### src/design/bqd_pkg.sv
// ----------------------------------------------------------------------------
// bqd_pkg
// Types, widths, register codes and scaling helper of the biquad filter
// ----------------------------------------------------------------------------
package bqd_pkg;

  localparam int DATA_WIDTH  = 16;
  localparam int ACC_WIDTH   = 32;
  localparam int COEF_WIDTH  = 16;
  localparam int SHIFT_WIDTH = 5;
  localparam int CFG_INDEX_W = 3;
  localparam int CFG_DATA_W  = 16;

  typedef logic signed [DATA_WIDTH-1:0]  sample_t;
  typedef logic signed [COEF_WIDTH-1:0]  coef_t;
  typedef logic signed [SHIFT_WIDTH-1:0] shift_t;
  typedef logic signed [ACC_WIDTH-1:0]   acc_t;

  // configuration register indexes
  typedef enum logic [CFG_INDEX_W-1:0] {
    REG_B0        = 3'd0,
    REG_B1        = 3'd1,
    REG_B2        = 3'd2,
    REG_A1        = 3'd3,
    REG_A2        = 3'd4,
    REG_SHIFT_NUM = 3'd5,
    REG_SHIFT_DEN = 3'd6
  } cfg_reg_t;

  // filter settings handed to the datapath
  typedef struct packed {
    coef_t  b0;
    coef_t  b1;
    coef_t  b2;
    coef_t  a1;
    coef_t  a2;
    shift_t shift_num;
    shift_t shift_den;
  } bqd_coefs_t;

  // positive scale shifts right arithmetically, zero or negative shifts left
  function automatic acc_t scale_acc(acc_t acc, shift_t sh);
    logic [SHIFT_WIDTH-1:0] lsh;
    lsh = SHIFT_WIDTH'(-sh);
    if (sh > 0) begin
      return acc >>> unsigned'(sh);
    end else begin
      return acc << lsh;
    end
  endfunction

endpackage

### src/design/bqd_sample_if.sv
// ----------------------------------------------------------------------------
// bqd_sample_if
// Input sample channel: valid/ready handshake with one signed sample
// ----------------------------------------------------------------------------
interface bqd_sample_if;
  logic             valid;
  logic             ready;
  bqd_pkg::sample_t sample_in;

  modport source (output valid, output sample_in, input ready);
  modport sink   (input valid, input sample_in, output ready);
endinterface

### src/design/bqd_result_if.sv
// ----------------------------------------------------------------------------
// bqd_result_if
// Output sample channel: valid/ready handshake with one filtered sample
// ----------------------------------------------------------------------------
interface bqd_result_if;
  logic             valid;
  logic             ready;
  bqd_pkg::sample_t sample_out;

  modport source (output valid, output sample_out, input ready);
  modport sink   (input valid, input sample_out, output ready);
endinterface

### src/design/bqd_cfg_if.sv
// ----------------------------------------------------------------------------
// bqd_cfg_if
// Register write channel: valid/ready handshake with index and write data
// ----------------------------------------------------------------------------
interface bqd_cfg_if;
  logic                               valid;
  logic                               ready;
  logic [bqd_pkg::CFG_INDEX_W-1:0]    index;
  logic [bqd_pkg::CFG_DATA_W-1:0]     data;

  modport source (output valid, output index, output data, input ready);
  modport sink   (input valid, input index, input data, output ready);
endinterface

### src/design/bqd_datapath.sv
// ----------------------------------------------------------------------------
// bqd_datapath
// Direct form I arithmetic: five products, two scaled sums, output slice
// ----------------------------------------------------------------------------
module bqd_datapath (
  input  bqd_pkg::sample_t    x,
  input  bqd_pkg::sample_t    x_delay1,
  input  bqd_pkg::sample_t    x_delay2,
  input  bqd_pkg::sample_t    y_delay1,
  input  bqd_pkg::sample_t    y_delay2,
  input  bqd_pkg::bqd_coefs_t coefs,
  output bqd_pkg::sample_t    y
);
  import bqd_pkg::*;

  acc_t prod_b0, prod_b1, prod_b2, prod_a1, prod_a2;
  acc_t num_sum, den_sum, num_scaled, den_scaled, acc;

  // products, all wrapping at accumulator width
  assign prod_b0 = acc_t'(x)        * acc_t'(coefs.b0);
  assign prod_b1 = acc_t'(x_delay1) * acc_t'(coefs.b1);
  assign prod_b2 = acc_t'(x_delay2) * acc_t'(coefs.b2);
  assign prod_a1 = acc_t'(y_delay1) * acc_t'(coefs.a1);
  assign prod_a2 = acc_t'(y_delay2) * acc_t'(coefs.a2);

  // feedforward and feedback sums
  assign num_sum = prod_b0 + prod_b1 + prod_b2;
  assign den_sum = prod_a1 + prod_a2;

  assign num_scaled = scale_acc(num_sum, coefs.shift_num);
  assign den_scaled = scale_acc(den_sum, coefs.shift_den);

  // upper half of the accumulator, no saturation
  assign acc = num_scaled - den_scaled;
  assign y   = acc[DATA_WIDTH +: DATA_WIDTH];

endmodule

### src/design/fixed_point_biquad_iir.sv
// ----------------------------------------------------------------------------
// fixed_point_biquad_iir
// Fixed-point direct form I biquad with programmable coefficients and scales
//
//   port     | role           | payload
//   ---------+----------------+------------------------------
//   sample   | input items    | sample_in (16 bit signed)
//   result   | output items   | sample_out (16 bit signed)
//   cfg      | register write | index (3 bit), data (16 bit)
//
// One item per cycle sustained while the result side is ready; an accepted item
// passes through the input register, then the result register.
// The whole filter step is one combinational pass from the input register to
// the result register, closing the feedback through the delay lines.
// Reset clears coefficients, scales and delay lines; cfg is always ready.
// A stalled result holds the input register full, then the input stalls.
// ----------------------------------------------------------------------------
module fixed_point_biquad_iir (
  input  logic           clk,
  input  logic           rst,
  bqd_sample_if.sink     sample,
  bqd_result_if.source   result,
  bqd_cfg_if.sink        cfg
);
  import bqd_pkg::*;

  bqd_coefs_t coefs;
  logic       stage_valid;
  sample_t    stage_x;
  logic       out_valid;
  sample_t    out_data;
  logic       advance;
  sample_t    x_delay1, x_delay2, y_delay1, y_delay2;
  sample_t    y_next;

  // register writes
  assign cfg.ready = 1'b1;

  always_ff @(posedge clk) begin
    if (rst) begin
      coefs <= '0;
    end else if (cfg.valid && cfg.ready) begin
      unique case (cfg_reg_t'(cfg.index))
        REG_B0:        coefs.b0        <= coef_t'(cfg.data);
        REG_B1:        coefs.b1        <= coef_t'(cfg.data);
        REG_B2:        coefs.b2        <= coef_t'(cfg.data);
        REG_A1:        coefs.a1        <= coef_t'(cfg.data);
        REG_A2:        coefs.a2        <= coef_t'(cfg.data);
        REG_SHIFT_NUM: coefs.shift_num <= shift_t'(cfg.data[SHIFT_WIDTH-1:0]);
        REG_SHIFT_DEN: coefs.shift_den <= shift_t'(cfg.data[SHIFT_WIDTH-1:0]);
        default: ;
      endcase
    end
  end

  // handshake: stage moves on whenever the result register is free or drained
  assign advance      = stage_valid && (!out_valid || result.ready);
  assign sample.ready = !stage_valid || !out_valid || result.ready;

  // input register
  always_ff @(posedge clk) begin
    if (rst) begin
      stage_valid <= 1'b0;
    end else if (sample.ready) begin
      stage_valid <= sample.valid;
    end
  end

  always_ff @(posedge clk) begin
    if (sample.valid && sample.ready) begin
      stage_x <= sample.sample_in;
    end
  end

  // filter arithmetic
  bqd_datapath u_datapath (
    .x        (stage_x),
    .x_delay1 (x_delay1),
    .x_delay2 (x_delay2),
    .y_delay1 (y_delay1),
    .y_delay2 (y_delay2),
    .coefs    (coefs),
    .y        (y_next)
  );

  // delay lines update as an item leaves the input register
  always_ff @(posedge clk) begin
    if (rst) begin
      x_delay1 <= '0;
      x_delay2 <= '0;
      y_delay1 <= '0;
      y_delay2 <= '0;
    end else if (advance) begin
      x_delay1 <= stage_x;
      x_delay2 <= x_delay1;
      y_delay1 <= y_next;
      y_delay2 <= y_delay1;
    end
  end

  // result register
  always_ff @(posedge clk) begin
    if (rst) begin
      out_valid <= 1'b0;
    end else if (advance) begin
      out_valid <= 1'b1;
    end else if (result.ready) begin
      out_valid <= 1'b0;
    end
  end

  always_ff @(posedge clk) begin
    if (advance) begin
      out_data <= y_next;
    end
  end

  assign result.valid      = out_valid;
  assign result.sample_out = out_data;

endmodule

### src/flat_wrapper.sv
// flat-port wrapper written by rule: the top's interface ports become plain ports
module fixed_point_biquad_iir_flat import bqd_pkg::*;
  (clk, rst, sample_valid, sample_sample_in, sample_ready, result_valid, result_sample_out, result_ready, cfg_valid, cfg_index, cfg_data, cfg_ready);
  bqd_sample_if sample_i ();
  bqd_result_if result_i ();
  bqd_cfg_if cfg_i ();
  input  logic clk;
  input  logic rst;
  input wire logic [$bits(sample_i.valid)-1:0] sample_valid;
  input wire logic [$bits(sample_i.sample_in)-1:0] sample_sample_in;
  output wire logic [$bits(sample_i.ready)-1:0] sample_ready;
  output wire logic [$bits(result_i.valid)-1:0] result_valid;
  output wire logic [$bits(result_i.sample_out)-1:0] result_sample_out;
  input wire logic [$bits(result_i.ready)-1:0] result_ready;
  input wire logic [$bits(cfg_i.valid)-1:0] cfg_valid;
  input wire logic [$bits(cfg_i.index)-1:0] cfg_index;
  input wire logic [$bits(cfg_i.data)-1:0] cfg_data;
  output wire logic [$bits(cfg_i.ready)-1:0] cfg_ready;
  assign sample_i.valid = sample_valid;
  assign sample_i.sample_in = sample_sample_in;
  assign sample_ready = sample_i.ready;
  assign result_valid = result_i.valid;
  assign result_sample_out = result_i.sample_out;
  assign result_i.ready = result_ready;
  assign cfg_i.valid = cfg_valid;
  assign cfg_i.index = cfg_index;
  assign cfg_i.data = cfg_data;
  assign cfg_ready = cfg_i.ready;
  fixed_point_biquad_iir u_core (.clk(clk), .rst(rst), .sample(sample_i), .result(result_i), .cfg(cfg_i));
endmodule
### config.mk
export PLATFORM = sky130hd
export DESIGN_NAME = fixed_point_biquad_iir_flat
export DESIGN_NICKNAME = d
export VERILOG_FILES = /design/src/design/bqd_pkg.sv /design/src/design/bqd_sample_if.sv /design/src/design/bqd_result_if.sv /design/src/design/bqd_cfg_if.sv /design/src/design/bqd_datapath.sv /design/src/design/fixed_point_biquad_iir.sv /design/src/flat_wrapper.sv
export SDC_FILE = /design/constraint.sdc
export NUM_CORES = 2
export LEC_CHECK = 0
export ABC_AREA = 1
export BUFFER_PORTS_ARGS = -buffer_cell sky130_fd_sc_hd__buf_2
export CORE_MARGIN = 8
export CORE_UTILIZATION = 65
export DETAILED_ROUTE_END_ITERATION = 16
export PLACE_DENSITY_LB_ADDON = 0.08
export SLEW_MARGIN = 10
export SYNTH_ARGS = -nofsm -noshare
export SYNTH_HDL_FRONTEND = slang
export SYNTH_SLANG_ARGS = --single-unit
export TNS_END_PERCENT = 100
### constraint.sdc
create_clock -name clk -period 10.7 [get_ports clk]
set_input_delay 1.605 -clock clk [delete_from_list [all_inputs] [get_ports clk]]
set_output_delay 1.605 -clock clk [all_outputs]
set_load 0.02 [all_outputs]
Word level (Yosys, flattened, before mapping):

Cells that the tools add are included.

* bits in registers: 188
* output and inout bits: 19

* add/sub/neg operators: 6
* muxes and demuxes: 4
* shift operators: 4
* multiply operators: 5
* $lt $le $gt $ge: 2
* reduce and logical (&&, ||, !) cells: 16
* equal/unequal tests: 6

Operators with widths (number)
* 16-bit by 16-bit multiplier with 32-bit output: 5
* 32-bit adder: 3
* 32-bit 2-to-1 mux: 2
* 32-bit by 5-bit left shift with 32-bit output: 2
* 32-bit by 5-bit >>> shifter with 32-bit output: 2
* 32-bit subtractor: 1
* 2-bit AND reduction: 7
* 5-bit by 1-bit > comparator with 1-bit output, second input constant: 2
* 5-bit negation: 2
* 3-bit equality test, second input constant: 3
* 3-bit by 2-bit equality test with 1-bit output, second input constant: 2
* 3-bit by 1-bit equality test with 1-bit output, second input constant: 1
* 3-bit logical NOT: 1
* 1-bit logical OR: 3
* 1-bit logical AND: 2
* 1-bit logical NOT: 2
* 1-bit 2-to-1 mux: 2
* 2-bit nonzero test: 1

Longest topological paths before layout:

* depth after elaboration: 6
* gate-level depth with buffers: 60
* mapped depth without buffers: 58

By module:

From an unflattened synthesis, not the netlist that was laid out.

* cells, all modules: 8799
* area total of the unflattened synthesis: 66879.1 um2

Modules (own cells, without submodules)
* bqd_datapath: cells each 7886, instances 1, area each 59573.4 um2
* fixed_point_biquad_iir: cells each 913, instances 1, area each 7305.8 um2

Least setup slack after synthesis:

No wires, ideal clock.

* path kind: reg2reg
* start: reg u_core.x_delay1[15]
* end: reg u_core.out_data[14], in the netlist u_core.result.sample_out[14] (data pin)
* stages on the path, launching flop included: 50
* arrival: 9.453 ns
* path buffers: 2
* period minus slack after synthesis: 9.706 ns
* path slack: 0.994 ns
* data required time: 10.447 ns
* setup time: 0.253 ns
* path through: dfxtp_1 clkbuf_1 clkbuf_1 nand2_1 fa_1 inv_1 fa_1 inv_1 fa_1 inv_1 fa_1 fa_1 fa_1 fa_1 fa_1 inv_1 fa_1 inv_1 (+14 left out) inv_1 nand2_1 o21ai_0 o21ai_0 nor2_1 o21ai_0 o21ai_0 ha_1 nand2_1 or4_1 a21oi_1 a311oi_1 nand2_2 nand2_2 nand2_4 nand2_2 nand3_1 nand2_1

* cells in the longest elaborated chain, start to end: 6
* elaborated cells on any way between the ends: 7
* classes of those cells: 3 x add/sub; 1 x mul; 2 x shift; 1 x mux

RTL lines
* from (decl): line fixed_point_biquad_iir.sv:33 `sample_t x_delay1, x_delay2, y_delay1, y_delay2;`
* from (signal assigned): line fixed_point_biquad_iir.sv:94 `x_delay1 <= stage_x;`
* 16-bit by 16-bit multiplier with 32-bit output *: line bqd_datapath.sv:21 `assign prod_b1 = acc_t'(x_delay1) * acc_t'(coefs.b1);`
* 32-bit adder * (2 in series): line bqd_datapath.sv:27 `assign num_sum = prod_b0 + prod_b1 + prod_b2;`
* 32-bit by 5-bit left shift with 32-bit output / 32-bit by 5-bit >>> shifter with 32-bit output (equally long branches): line bqd_pkg.sv:48, bqd_pkg.sv:46
* 32-bit 2-to-1 mux *: line bqd_pkg.sv:45 `if (sh > 0) begin`
* 32-bit subtractor *: line bqd_datapath.sv:34 `assign acc = num_scaled - den_scaled;`
* named net u_core.u_datapath.acc[30]: line bqd_datapath.sv:17 `acc_t num_sum, den_sum, num_scaled, den_scaled, acc;`
* to (signal assigned): line fixed_point_biquad_iir.sv:114 `out_data <= y_next;`
* to (decl): line fixed_point_biquad_iir.sv:31 `sample_t out_data;`

The timed path passes the listed nets; every way through them passes the cells marked *.
A chain may end at the register's enable or synchronous reset.

Worst setup path after layout:

* start: reg u_core.stage_x[5]
* end: reg u_core.y_delay1[13]

* cells in the longest elaborated chain, start to end: 6
* elaborated cells on any way between the ends: 7
* classes of those cells: 3 x add/sub; 1 x mul; 2 x shift; 1 x mux

RTL lines
* from (decl): line fixed_point_biquad_iir.sv:29 `sample_t stage_x;`
* from (signal assigned): line fixed_point_biquad_iir.sv:71 `stage_x <= sample.sample_in;`
* 16-bit by 16-bit multiplier with 32-bit output *: line bqd_datapath.sv:20 `assign prod_b0 = acc_t'(x) * acc_t'(coefs.b0);`
* 32-bit adder * (2 in series): line bqd_datapath.sv:27
* 32-bit by 5-bit left shift with 32-bit output / 32-bit by 5-bit >>> shifter with 32-bit output (equally long branches): line bqd_pkg.sv:48, bqd_pkg.sv:46
* 32-bit 2-to-1 mux *: line bqd_pkg.sv:45
* 32-bit subtractor *: line bqd_datapath.sv:34
* to (signal assigned): line fixed_point_biquad_iir.sv:96 `y_delay1 <= y_next;`
* to (decl): line fixed_point_biquad_iir.sv:33

Every way passes the cells marked *; elsewhere a longest branch is shown, timed or not.

==> summary.txt <==
Pleak: 0.04210 µW
H-tree depth: 4
WP data arrival: 10.89 ns
Comb power frac: 0.736
placed cells: 10420
global-route wire length before repair: 340.8 mm
core box area: 101300 µm²
Post-synth EDFFs: 32
critical path launch point type: register
Sequential Power Share: 0.143
commonest non-fill, non-tap cell in the layout: inv_1
I/O pin total: 59
Area Growth Syn to Fin: 12.67%
CP max stage delay: 0.62 ns
Fmax: 0.09582 GHz
RSZ-0062 raised after global routing: yes
DRC viols: 0
fin crit share: 0.9754
gate count of the mapped netlist: 8714
Vias: 58200
# nets final: 10980
Pwr per Cell Area: 83.73 nW/µm²
die footprint: 112100 µm²
Clock Sinks: 188
drt pass-1 iters: 6
Yosys reg bits: 188
most frequent cells in the layout: inv_1, nand2_1, fa_1
Reg clk slew, reported paths: 0.10 ns
async set-reset flop share out of synthesis: 0
Pint: 3027 µW
sequential fraction of the synthesis area: 0.06180
DRT iter0 DRCs: 4922
status: completed
port bufs: 57
Clk pwr share: 0.121
crit path capture type: register
Die Span X: 334.9 µm
Die Height: 334.9 µm
Post-Syn Nets: 10600
DP HPWL: 182.6 mm
average routed wire per standard cell: 20.43 µm
drt total wl: 214.0 mm
maxcap violations: 0
crit path kind: reg -> reg
Rows: 117
Final Setup Violations: 0
initial antenna violation count: 4
Vias/cell: 5.555
CTS tree: yes
Clock Skew: 0.02683 ns
top cells by area, synth: fa_1, inv_1, nand2_1, ha_1, dfxtp_1
Starting Density: 0.6524
crit path time final: 10.44 ns
Final Max Tran Viols: 0
CP Data Required Time: 11.16 ns
Antenna Violating Nets Remaining: 0
Fin Hold WS: 0.4872 ns
global placer's final weighted congestion: 1.005
largest area contributor in the netlist: fa_1
Syn. warnings: 0
Post-Layout Cell Count: 10480
Slowest-stage cell, CP: fa_1
Main synth FF type: dfxtp_1
Clk Tree Root Cell: clkbuf_16
switching fraction of total power: 0.5145
Slew headroom: 0.2027
share of cells above drive strength 1: 0.1250
Final Hold Fails: 0
All-Layer GR Usage: 0.3941
CTS Buffer Depth: 2
worst min-delay path class: reg -> reg
Synth top area share: 0.4456
peak supply drop: 0.0001211 V
Psw: 3208 µW
gr ovfl total: 0
Clock Latency Late Sink: 0.56 ns
Worst Max-Slew Pin Slew: 1.190 ns
Num CTS Buffers: 17
Cell Area, Synth: 66090 µm²
synth unique cells: 62
Filler cells: 8027
dpl cell area: 72940 µm²
pin count of the biggest net entering global routing: 68
worst-path fanout max: 12
post-route cell area: 74460 µm²
Mean Syn Cell Area: 7.584 µm²
vias in the first global route: 62810
[layout make-up]
class,count,area (µm²),share of cell area
multi-input combinational,5563,51570,0.6926
inverter,2496,9374,0.1259
timing repair buffer,825,7078,0.09506
sequential,188,4109,0.05518
tap,1368,1712,0.02299
clock buffer,18,439.2,0.005898
clock inverter,14,166.4,0.002235
antenna,4,10.01,0.0001344
[synthesized netlist by cell type, types with 14 or more instances]
master       n
a211oi_1    36
a21oi_1    268
a22oi_1     14
a31oi_1     33
buf_1       24
buf_2       14
clkbuf_1   428
dfxtp_1    156
edfxtp_1    32
fa_1      1471
ha_1       378
inv_1     2462
inv_2       21
mux2i_1     15
nand2_1   2160
nand2_2     17
nand3_1    277
nand4_1     20
nor2_1     260
nor3_1      24
o211ai_1    37
o21ai_0    277
o21ai_1     23
or2_2       51
xnor2_1     36
xor2_1      38
[timing repair]
item / in CTS / in global routing
gates resized for setup: 3 / 208
endpoints found under the setup margin: 4 / 32
hold buffers: 0 / 0
setup buffers: 2 / 16
endpoints found under the hold margin: 0 / 0
cloned: 0 / 1
pin swaps: 0 / 45
[final timing paths]
kind,start,to,slack [ns],depth (start not counted)
worst max register to register,u_core.stage_x[5],u_core.y_delay1[13],0.26,42
worst min register to register,u_core.coefs[39],u_core.coefs[39],0.49,2
worst min-delay path,u_core.coefs[39],u_core.coefs[39],0.49,2
worst max-delay path,u_core.stage_x[5],u_core.y_delay1[13],0.26,42
[metrics by stage]
step / setup slack (ns) / TNS, ns / utilization / power [µW]
5_1_grt: -0.1154 / -1.071 / 0.7349 / 6638
2_1_floorplan: 0.9935 / 0 / - / 3066
6_report: 0.2633 / 0 / 0.7350 / 6235
3_5_place_dp: -0.2452 / -0.5215 / 0.7200 / 5195
3_3_place_gp: -0.2797 / -0.6646 / 0.7200 / 5166
4_1_cts: 0.02484 / 0 / 0.7263 / 5974
[cells by family after synthesis]
kind of cell               Yosys count  synth area share
other                                1        0.00005674
AOI/OAI and AO/OA                  773           0.06676
muxes                               15          0.002272
buffers and inverters             2963            0.1686
DFF                                188           0.06180
and+or+nand+nor                   2849            0.1730
adders and majority gates         1849            0.5172
xor gates and xnor gates            76           0.01030
[layer usage]
metal  GRT usage  up-vias  part of all wire
li1            -    25810                 -
met1      0.4664    28560              0.36
met2      0.6443     2872              0.47
met3     0.07346      955             0.084
met4      0.2882        0             0.091
met5           0        -                 0
[power by group through the flow]
stage               clock network, µW  logic [µW]  registers (µW)
finish                            753        4590             892
CTS                               761        4320             890
global placement                    0        4260             905
floorplan                           0        2180             888
detailed placement                  0        4290             907
global route                      775        4970             896
[state kept, by name, summed over array words and instances (netlist names), 16 cells and up]
signal,count
u_core.coefs,90
u_core.result.sample_out,16
u_core.stage_x,16
u_core.x_delay1,16
u_core.x_delay2,16
u_core.y_delay1,16
u_core.y_delay2,16
[worst max-delay path, delay by kind of cell, from the launching register on]
| family | cells | cell delay (ns) |
|---|---|---|
| fa+ha+maj | 11 | 5.34 |
| compound gates | 6 | 1.71 |
| simple gates | 13 | 1.46 |
| buf+inv | 11 | 1.16 |
| flops | 1 | 0.53 |
| xor+xnor | 1 | 0.14 |
(Power assumes the default switching activity.)
